`config.mk`:
```
export PLATFORM = sky130hd
export DESIGN_NAME = lru_page_replacement
export DESIGN_NICKNAME = d
export VERILOG_FILES = /design/src/sv/lru_pkg.sv /design/src/sv/lru_page_replacement.sv
export SDC_FILE = /design/constraint.sdc
export NUM_CORES = 1
export LEC_CHECK = 0
export ABC_CLOCK_PERIOD_IN_PS = 19700
export BUFFER_PORTS_ARGS = -buffer_cell sky130_fd_sc_hd__buf_2
export CORE_ASPECT_RATIO = 2
export CORE_MARGIN = 2
export CORE_UTILIZATION = 50
export CTS_BUF_LIST = sky130_fd_sc_hd__clkbuf_16
export DETAILED_ROUTE_END_ITERATION = 7
export GPL_ROUTABILITY_DRIVEN = 0
export PLACE_DENSITY = 0.69
export SLEW_MARGIN = 30
export SYNTH_ARGS = -nofsm -noshare
export SYNTH_HDL_FRONTEND = slang
export SYNTH_SLANG_ARGS = --single-unit
```
`constraint.sdc`:
```
create_clock -name clk -period 19.7 [get_ports clk]
set_clock_uncertainty 0.05 [all_clocks]
set_input_delay 0 -clock clk [delete_from_list [all_inputs] [get_ports clk]]
set_output_delay 0 -clock clk [all_outputs]
set_load 0.005 [all_outputs]
```
`src/sv/lru_pkg.sv`:
```
// Package with the sizes, register map and types shared by the LRU page frame tracker.
package lru_pkg;

    localparam int NUM_FRAMES      = 8;
    localparam int PAGE_WIDTH      = 32;
    localparam int FRAME_IDX_WIDTH = (NUM_FRAMES > 1) ? $clog2(NUM_FRAMES) : 1;
    localparam int RANK_WIDTH      = FRAME_IDX_WIDTH;
    localparam int FILL_WIDTH      = $clog2(NUM_FRAMES + 1);
    localparam int CFG_WIDTH       = 4;
    localparam int COUNT_WIDTH     = 32;
    localparam int APB_ADDR_WIDTH  = 3;
    localparam int APB_DATA_WIDTH  = 32;

    localparam logic [CFG_WIDTH-1:0] FRAMES_IN_USE_RESET = CFG_WIDTH'(8);

    // Word index of each register (byte address divided by four).
    typedef enum logic [0:0]
    {
        REG_FRAMES_IN_USE = 1'b0
    } reg_index_t;

    typedef logic [PAGE_WIDTH-1:0]      page_t;
    typedef logic [RANK_WIDTH-1:0]      rank_t;
    typedef logic [FRAME_IDX_WIDTH-1:0] frame_idx_t;
    typedef logic [FILL_WIDTH-1:0]      fill_t;
    typedef logic [COUNT_WIDTH-1:0]     count_t;

endpackage

```
`src/sv/lru_page_replacement.sv`:
```
// Fully associative LRU page frame tracker with an APB configuration port.
// Each word on the input channel names one page; the block answers with one result word
// that tells whether the page was resident, the saturating fault count, and the evicted
// page if there was one. A word sits in an input register while the
// tag compare against all frames, the victim search and the rank update are done in one
// pass; the result is then held in an output register. One word is taken every cycle and
// its result goes on from the input register to the output register, so the rate is one
// word per cycle as long as the output side keeps taking results; the one-pass compare
// and rank update across all frames sets that figure. Writing frames_in_use (byte address 0)
// empties every frame and clears the fault count; it must only be written while idle.
module lru_page_replacement
(
    input  logic                              clk,
    input  logic                              rst_n,

    input  logic                              in_valid,
    output logic                              in_ready,
    input  logic [lru_pkg::PAGE_WIDTH-1:0]    page_number,

    output logic                              out_valid,
    input  logic                              out_ready,
    output logic [lru_pkg::PAGE_WIDTH-1:0]    page_echo,
    output logic                              hit,
    output logic [lru_pkg::COUNT_WIDTH-1:0]   fault_count,
    output logic                              victim_valid,
    output logic [lru_pkg::PAGE_WIDTH-1:0]    victim_page,

    input  logic                              psel,
    input  logic                              penable,
    input  logic                              pwrite,
    input  logic [lru_pkg::APB_ADDR_WIDTH-1:0] paddr,
    input  logic [lru_pkg::APB_DATA_WIDTH-1:0] pwdata,
    output logic [lru_pkg::APB_DATA_WIDTH-1:0] prdata,
    output logic                              pready
);
    import lru_pkg::*;

    // Configuration
    logic [CFG_WIDTH-1:0] frames_in_use_reg;
    logic                 cfg_write;
    reg_index_t           cfg_index;

    // Input stage
    logic  in_valid_reg;
    page_t in_page_reg;

    // Frame state
    page_t  frame_page_reg  [NUM_FRAMES];
    logic   [NUM_FRAMES-1:0] frame_valid_reg;
    rank_t  recency_rank_reg [NUM_FRAMES];
    fill_t  frames_filled_reg;
    count_t faults_seen_reg;

    page_t  frame_page_next  [NUM_FRAMES];
    logic   [NUM_FRAMES-1:0] frame_valid_next;
    rank_t  recency_rank_next [NUM_FRAMES];
    fill_t  frames_filled_next;
    count_t faults_seen_next;

    // Output stage
    logic   out_valid_reg;
    page_t  page_echo_reg;
    logic   hit_reg;
    count_t fault_count_reg;
    logic   victim_valid_reg;
    page_t  victim_page_reg;

    // Datapath
    logic       advance;
    logic       process;
    fill_t      capacity;
    logic       hit_c;
    frame_idx_t hit_idx;
    logic       found_c;
    frame_idx_t lru_idx;
    rank_t      best_rank;
    logic       fill_c;
    frame_idx_t target_idx;
    rank_t      target_rank;
    logic       victim_valid_c;
    page_t      victim_page_c;

    assign cfg_index = reg_index_t'(paddr[APB_ADDR_WIDTH-1:2]);
    assign cfg_write = psel && penable && pwrite && pready
                       && (cfg_index == REG_FRAMES_IN_USE);
    assign pready    = 1'b1;
    assign prdata    = (cfg_index == REG_FRAMES_IN_USE)
                       ? APB_DATA_WIDTH'(frames_in_use_reg) : '0;

    assign advance  = !out_valid_reg || out_ready;
    assign process  = in_valid_reg && advance;
    assign in_ready = !in_valid_reg || advance;

    always_comb
    begin
        if (frames_in_use_reg == '0)
        begin
            capacity = FILL_WIDTH'(1);
        end
        else if (int'(frames_in_use_reg) > NUM_FRAMES)
        begin
            capacity = FILL_WIDTH'(NUM_FRAMES);
        end
        else
        begin
            capacity = FILL_WIDTH'(frames_in_use_reg);
        end
    end

    // Tag compare and search for the oldest valid frame.
    always_comb
    begin
        hit_c     = 1'b0;
        hit_idx   = '0;
        found_c   = 1'b0;
        lru_idx   = '0;
        best_rank = '0;
        for (int i = 0; i < NUM_FRAMES; i++)
        begin
            if (!hit_c && frame_valid_reg[i] && (frame_page_reg[i] == in_page_reg))
            begin
                hit_c   = 1'b1;
                hit_idx = FRAME_IDX_WIDTH'(i);
            end
            if (frame_valid_reg[i] && (!found_c || (recency_rank_reg[i] > best_rank)))
            begin
                found_c   = 1'b1;
                best_rank = recency_rank_reg[i];
                lru_idx   = FRAME_IDX_WIDTH'(i);
            end
        end
    end

    always_comb
    begin
        fill_c = !hit_c && (frames_filled_reg < capacity);
        if (hit_c)
        begin
            target_idx = hit_idx;
        end
        else if (fill_c)
        begin
            target_idx = FRAME_IDX_WIDTH'(frames_filled_reg);
        end
        else if (found_c)
        begin
            target_idx = lru_idx;
        end
        else
        begin
            target_idx = '0;
        end
        target_rank    = recency_rank_reg[target_idx];
        victim_valid_c = !hit_c && !fill_c && found_c;
        victim_page_c  = victim_valid_c ? frame_page_reg[lru_idx] : '0;
    end

    // Next frame state: the referenced frame becomes newest and younger frames age by one.
    always_comb
    begin
        frames_filled_next = frames_filled_reg;
        faults_seen_next   = faults_seen_reg;
        for (int i = 0; i < NUM_FRAMES; i++)
        begin
            frame_page_next[i]   = frame_page_reg[i];
            frame_valid_next[i]  = frame_valid_reg[i];
            recency_rank_next[i] = recency_rank_reg[i];
            if (FRAME_IDX_WIDTH'(i) == target_idx)
            begin
                recency_rank_next[i] = '0;
                if (!hit_c)
                begin
                    frame_page_next[i]  = in_page_reg;
                    frame_valid_next[i] = 1'b1;
                end
            end
            else if (frame_valid_reg[i]
                     && (!hit_c || (recency_rank_reg[i] < target_rank)))
            begin
                recency_rank_next[i] = recency_rank_reg[i] + RANK_WIDTH'(1);
            end
        end
        if (!hit_c)
        begin
            if (faults_seen_reg != '1)
            begin
                faults_seen_next = faults_seen_reg + COUNT_WIDTH'(1);
            end
            if (fill_c)
            begin
                frames_filled_next = frames_filled_reg + FILL_WIDTH'(1);
            end
            else if (!found_c)
            begin
                frames_filled_next = FILL_WIDTH'(1);
            end
        end
    end

    always_ff @(posedge clk or negedge rst_n)
    begin
        if (!rst_n)
        begin
            frames_in_use_reg <= FRAMES_IN_USE_RESET;
        end
        else if (cfg_write)
        begin
            frames_in_use_reg <= pwdata[CFG_WIDTH-1:0];
        end
    end

    always_ff @(posedge clk or negedge rst_n)
    begin
        if (!rst_n)
        begin
            frame_valid_reg   <= '0;
            frames_filled_reg <= '0;
            faults_seen_reg   <= '0;
            for (int i = 0; i < NUM_FRAMES; i++)
            begin
                recency_rank_reg[i] <= '0;
            end
        end
        else if (cfg_write)
        begin
            frame_valid_reg   <= '0;
            frames_filled_reg <= '0;
            faults_seen_reg   <= '0;
            for (int i = 0; i < NUM_FRAMES; i++)
            begin
                recency_rank_reg[i] <= '0;
            end
        end
        else if (process)
        begin
            frame_valid_reg   <= frame_valid_next;
            frames_filled_reg <= frames_filled_next;
            faults_seen_reg   <= faults_seen_next;
            for (int i = 0; i < NUM_FRAMES; i++)
            begin
                recency_rank_reg[i] <= recency_rank_next[i];
            end
        end
    end

    // Page tags are only ever read behind their valid bits.
    always_ff @(posedge clk)
    begin
        if (process)
        begin
            for (int i = 0; i < NUM_FRAMES; i++)
            begin
                frame_page_reg[i] <= frame_page_next[i];
            end
        end
    end

    always_ff @(posedge clk or negedge rst_n)
    begin
        if (!rst_n)
        begin
            in_valid_reg  <= 1'b0;
            out_valid_reg <= 1'b0;
        end
        else
        begin
            if (in_valid && in_ready)
            begin
                in_valid_reg <= 1'b1;
            end
            else if (process)
            begin
                in_valid_reg <= 1'b0;
            end
            if (process)
            begin
                out_valid_reg <= 1'b1;
            end
            else if (out_ready)
            begin
                out_valid_reg <= 1'b0;
            end
        end
    end

    always_ff @(posedge clk)
    begin
        if (in_valid && in_ready)
        begin
            in_page_reg <= page_number;
        end
        if (process)
        begin
            page_echo_reg    <= in_page_reg;
            hit_reg          <= hit_c;
            fault_count_reg  <= faults_seen_next;
            victim_valid_reg <= victim_valid_c;
            victim_page_reg  <= victim_page_c;
        end
    end

    assign out_valid    = out_valid_reg;
    assign page_echo    = page_echo_reg;
    assign hit          = hit_reg;
    assign fault_count  = fault_count_reg;
    assign victim_valid = victim_valid_reg;
    assign victim_page  = victim_page_reg;

    // The number of valid frames always matches the fill count.
    assert property (@(posedge clk) disable iff (!rst_n)
        $countones(frame_valid_reg) == int'(frames_filled_reg))
    else $error("valid frame count differs from fill count");

    // Frames are never filled beyond the configured capacity.
    assert property (@(posedge clk) disable iff (!rst_n)
        frames_filled_reg <= capacity)
    else $error("more frames filled than the capacity allows");

    // A hit leaves the fault counter untouched.
    assert property (@(posedge clk) disable iff (!rst_n)
        (process && hit_c && !cfg_write) |=> $stable(faults_seen_reg))
    else $error("fault counter moved on a hit");

    // An eviction is only reported for a fault.
    assert property (@(posedge clk) disable iff (!rst_n)
        out_valid_reg |-> !(hit_reg && victim_valid_reg))
    else $error("victim reported on a hit");

    // A waiting word is not overwritten while the result register is stalled.
    assert property (@(posedge clk) disable iff (!rst_n)
        (in_valid_reg && out_valid_reg && !out_ready) |-> !in_ready)
    else $error("input taken while the result register is stalled");

endmodule
```
==> results.sh <==
export IMPL_hold_viol=0
export IMPL_insertion_delay_ns=0.58
export IMPL_cts_htree_levels=2
export IMPL_first_pass_iters=7
export IMPL_grt_overflow_total=0
export IMPL_synthMuxAreaShare_pct=1.04
export IMPL_fill_cells=3963
export IMPL_dieArea_um2=49700
export IMPL_start_kind="flop"
export IMPL_r2r_start="frame_valid_reg[0]"
export IMPL_num_rows=113
export IMPL_synth_xor_area_share_pct=11.4
export IMPL_crit_required_ns=20.15
export IMPL_initialDrtViolationCount=1935
export IMPL_clk_pin_slew_ns=0.07
export IMPL_cp_startpoint="frame_valid_reg[0]"
export IMPL_yosysTopAreaCell="edfxtp_1"
export IMPL_post_cts_buffers=0
export IMPL_async_reset_ff_share_pct=16.1
export IMPL_drc_errors=0
export IMPL_report_final_slew_viol_count=0
export IMPL_grt_max_degree=86
export IMPL_slew_headroom_pct=20.8
export IMPL_finalWirelength_um=81100
export IMPL_yosysMostFrequentCell="edfxtp_1"
export IMPL_busiest_layer="met2"
export IMPL_synth_compound_area_share_pct=6.37
export IMPL_antenna_found_initial=2
export IMPL_synth_common_cells="386 x edfxtp_1, 375 x nand2_1, 251 x xor2_1"
export IMPL_endpoint_kind="flop"
export IMPL_detail_route_antenna_nets=0
export IMPL_synth_edf_count=386
export IMPL_crit_type="flop to flop"
export IMPL_drive_gt1_share_pct=12.3
export IMPL_synthesis_area_um2=23900
export IMPL_tns_ns=0
export IMPL_synthCells=2182
export IMPL_cp_top_family="compound AO/OA/AOI/OAI gates"
export IMPL_r2r_end="recency_rank_reg[21]"
export IMPL_hold_path_class="input port to flop"
export IMPL_max_stage_delay_ns=0.76
export IMPL_reg2regPathDepth=50
export IMPL_cpMostUsedCell="a21oi_1"
export IMPL_synth_fa_ha_area_share_pct=2.20
export IMPL_viasPerCell=6.14
export IMPL_synth_seq_area_share_pct=56.2
export IMPL_fp_coreArea_um2=47400
export IMPL_rrSetupSlack_ns=5.53
export IMPL_cap_violations=0
export IMPL_worst_pin_slew_ns=1.18
export IMPL_grt_use_total_pct=32.9
export IMPL_chipWidth_um=159
export IMPL_outcome="complete, no violations"
export IMPL_io_pins=207
export IMPL_clock_sinks=460
export IMPL_die_h_um=313
export IMPL_clk_path_buf_depth=3
export IMPL_cts_hold_buffers=41
export IMPL_crit_arrival_ns=14.62
export IMPL_cts_resized=0
export IMPL_synth_top_area_share_pct=48.5
export IMPL_critPathSlowestCell="o41ai_1"
export IMPL_synth_top_family_by_area="simple AND/OR/NAND/NOR gates"
export IMPL_avgSynthCellArea_um2=11.0
export IMPL_grt_met3_usage_pct=8.95
export IMPL_crit_buf_inv=3
export IMPL_finalCritPeriodShare_pct=71.9
export IMPL_cp_max_fo=65
export IMPL_yosys_area_share_simple_pct=19.1
export IMPL_fin_crit_ns=14.17
export IMPL_dp_hpwl_um=55300
export IMPL_final_nets=2430
export IMPL_use_met2_pct=53.3
export IMPL_cts_tree="built"
export IMPL_hold_depth=4
export IMPL_met1_usage_pct=32.8
export IMPL_grt_pass1_wl_um=116000
export IMPL_largest_reg_flops=256
export IMPL_area_growth_pct=12.4
export IMPL_fmax_mhz=70.6
export IMPL_synth_seq_cells=460
export IMPL_root_buffer="clkbuf_16"
export IMPL_synth_top_cells_by_area="edfxtp_1 48%, xor2_1 9.2%, dfrtp_1 7.6%"
export IMPL_setup_viol_count_final=0
export IMPL_via_count=18301
export IMPL_synth_warning_count=0
export IMPL_wl_per_cell_um=27.2
export IMPL_cts_buffers=40
export IMPL_rsz0062_at_grt="no"
export IMPL_initial_utilization_pct=50.5
export IMPL_ys_types=79
export IMPL_hold_path_end="frames_in_use_reg[1]"
export IMPL_io_buffers=147
export IMPL_grt_pass1_vias=17805
export IMPL_hp_start="penable"
export IMPL_ys_flop_type="edfxtp_1"
worst register-to-register path: cells and delay by family, from the launching register on:
kind,cells,cell delay [ns]
adders and majority gates,7,2.06
buffers and inverters,3,0.89
muxes,4,1.67
and+or+nand+nor,11,2.16
DFF,1,0.62
AOI/OAI and AO/OA,25,6.66
worst max path at each step:
stage / end / slack (ns) / cells past startpoint
6_report: recency_rank_reg[21] / 5.53 / 50
5_1_grt: recency_rank_reg[21] / 4.72 / 53
4_1_cts: recency_rank_reg[21] / 6.06 / 50
3_5_place_dp: recency_rank_reg[21] / 6.16 / 50
3_3_place_gp: recency_rank_reg[14] / 6.47 / 51
2_1_floorplan: frame_page_reg[4][0] / 7.96 / 45
cell type report:
cell class,instances,area [um^2],area share [%]
well taps,632,791,2.94
multi-input cells,1574,9820,36.5
repair buffers,209,1310,4.86
diodes,2,5.00,0.0186
clock inverters,32,354,1.32
clock buffers,42,1050,3.91
inverters,29,111,0.414
flip-flops and latches,460,13400,50.0
logic make-up (layout without fill, tap and decap cells):
group / after synthesis / after routing
AO/OA/AOI/OAI: 225 / 225
XOR/XNOR: 310 / 310
adder cells (fa/ha/maj): 42 / 42
buffers and inverters: 175 / 312
flip-flops: 460 / 460
multiplexers: 24 / 24
other: 2 / 31
AND/OR/NAND/NOR: 944 / 944
metal layers:
layer	part of all wire (%)	up-vias
met5	0	-
met1	30	8767
met2	48	1076
met3	9.0	375
met4	13	0
li1	-	8083
cells in the final DEF, fill, tap and decap left out, types with 42 or more instances in the layout:
cell       instances
edfxtp_1         386
nand2_1          374
xor2_1           247
buf_2            146
nor2_1           136
nand3_1          117
nor4_1            89
dfrtp_1           73
xnor2_1           58
a21oi_1           49
and3_1            45
ha_1              42
clkbuf_16         42
stage by stage:
stage               hold slack, ns  setup WS, ns  area, um^2  cells  util, %
detailed placement          -0.177          6.16       25000   2863     52.8
finish                      0.0270          5.53       26900   2980     56.8
floorplan                   -0.346          7.96       24000   2209        -
global route                0.0550          4.72       26900   2979     56.7
CTS                        0.00641          6.06       26800   2978     56.6
global placement            -0.176          6.47       25000   2863     52.8
Power is left out: the tool's default activity adds up to more than one toggle a clock period on the data nets, which glitch-free logic cannot reach.
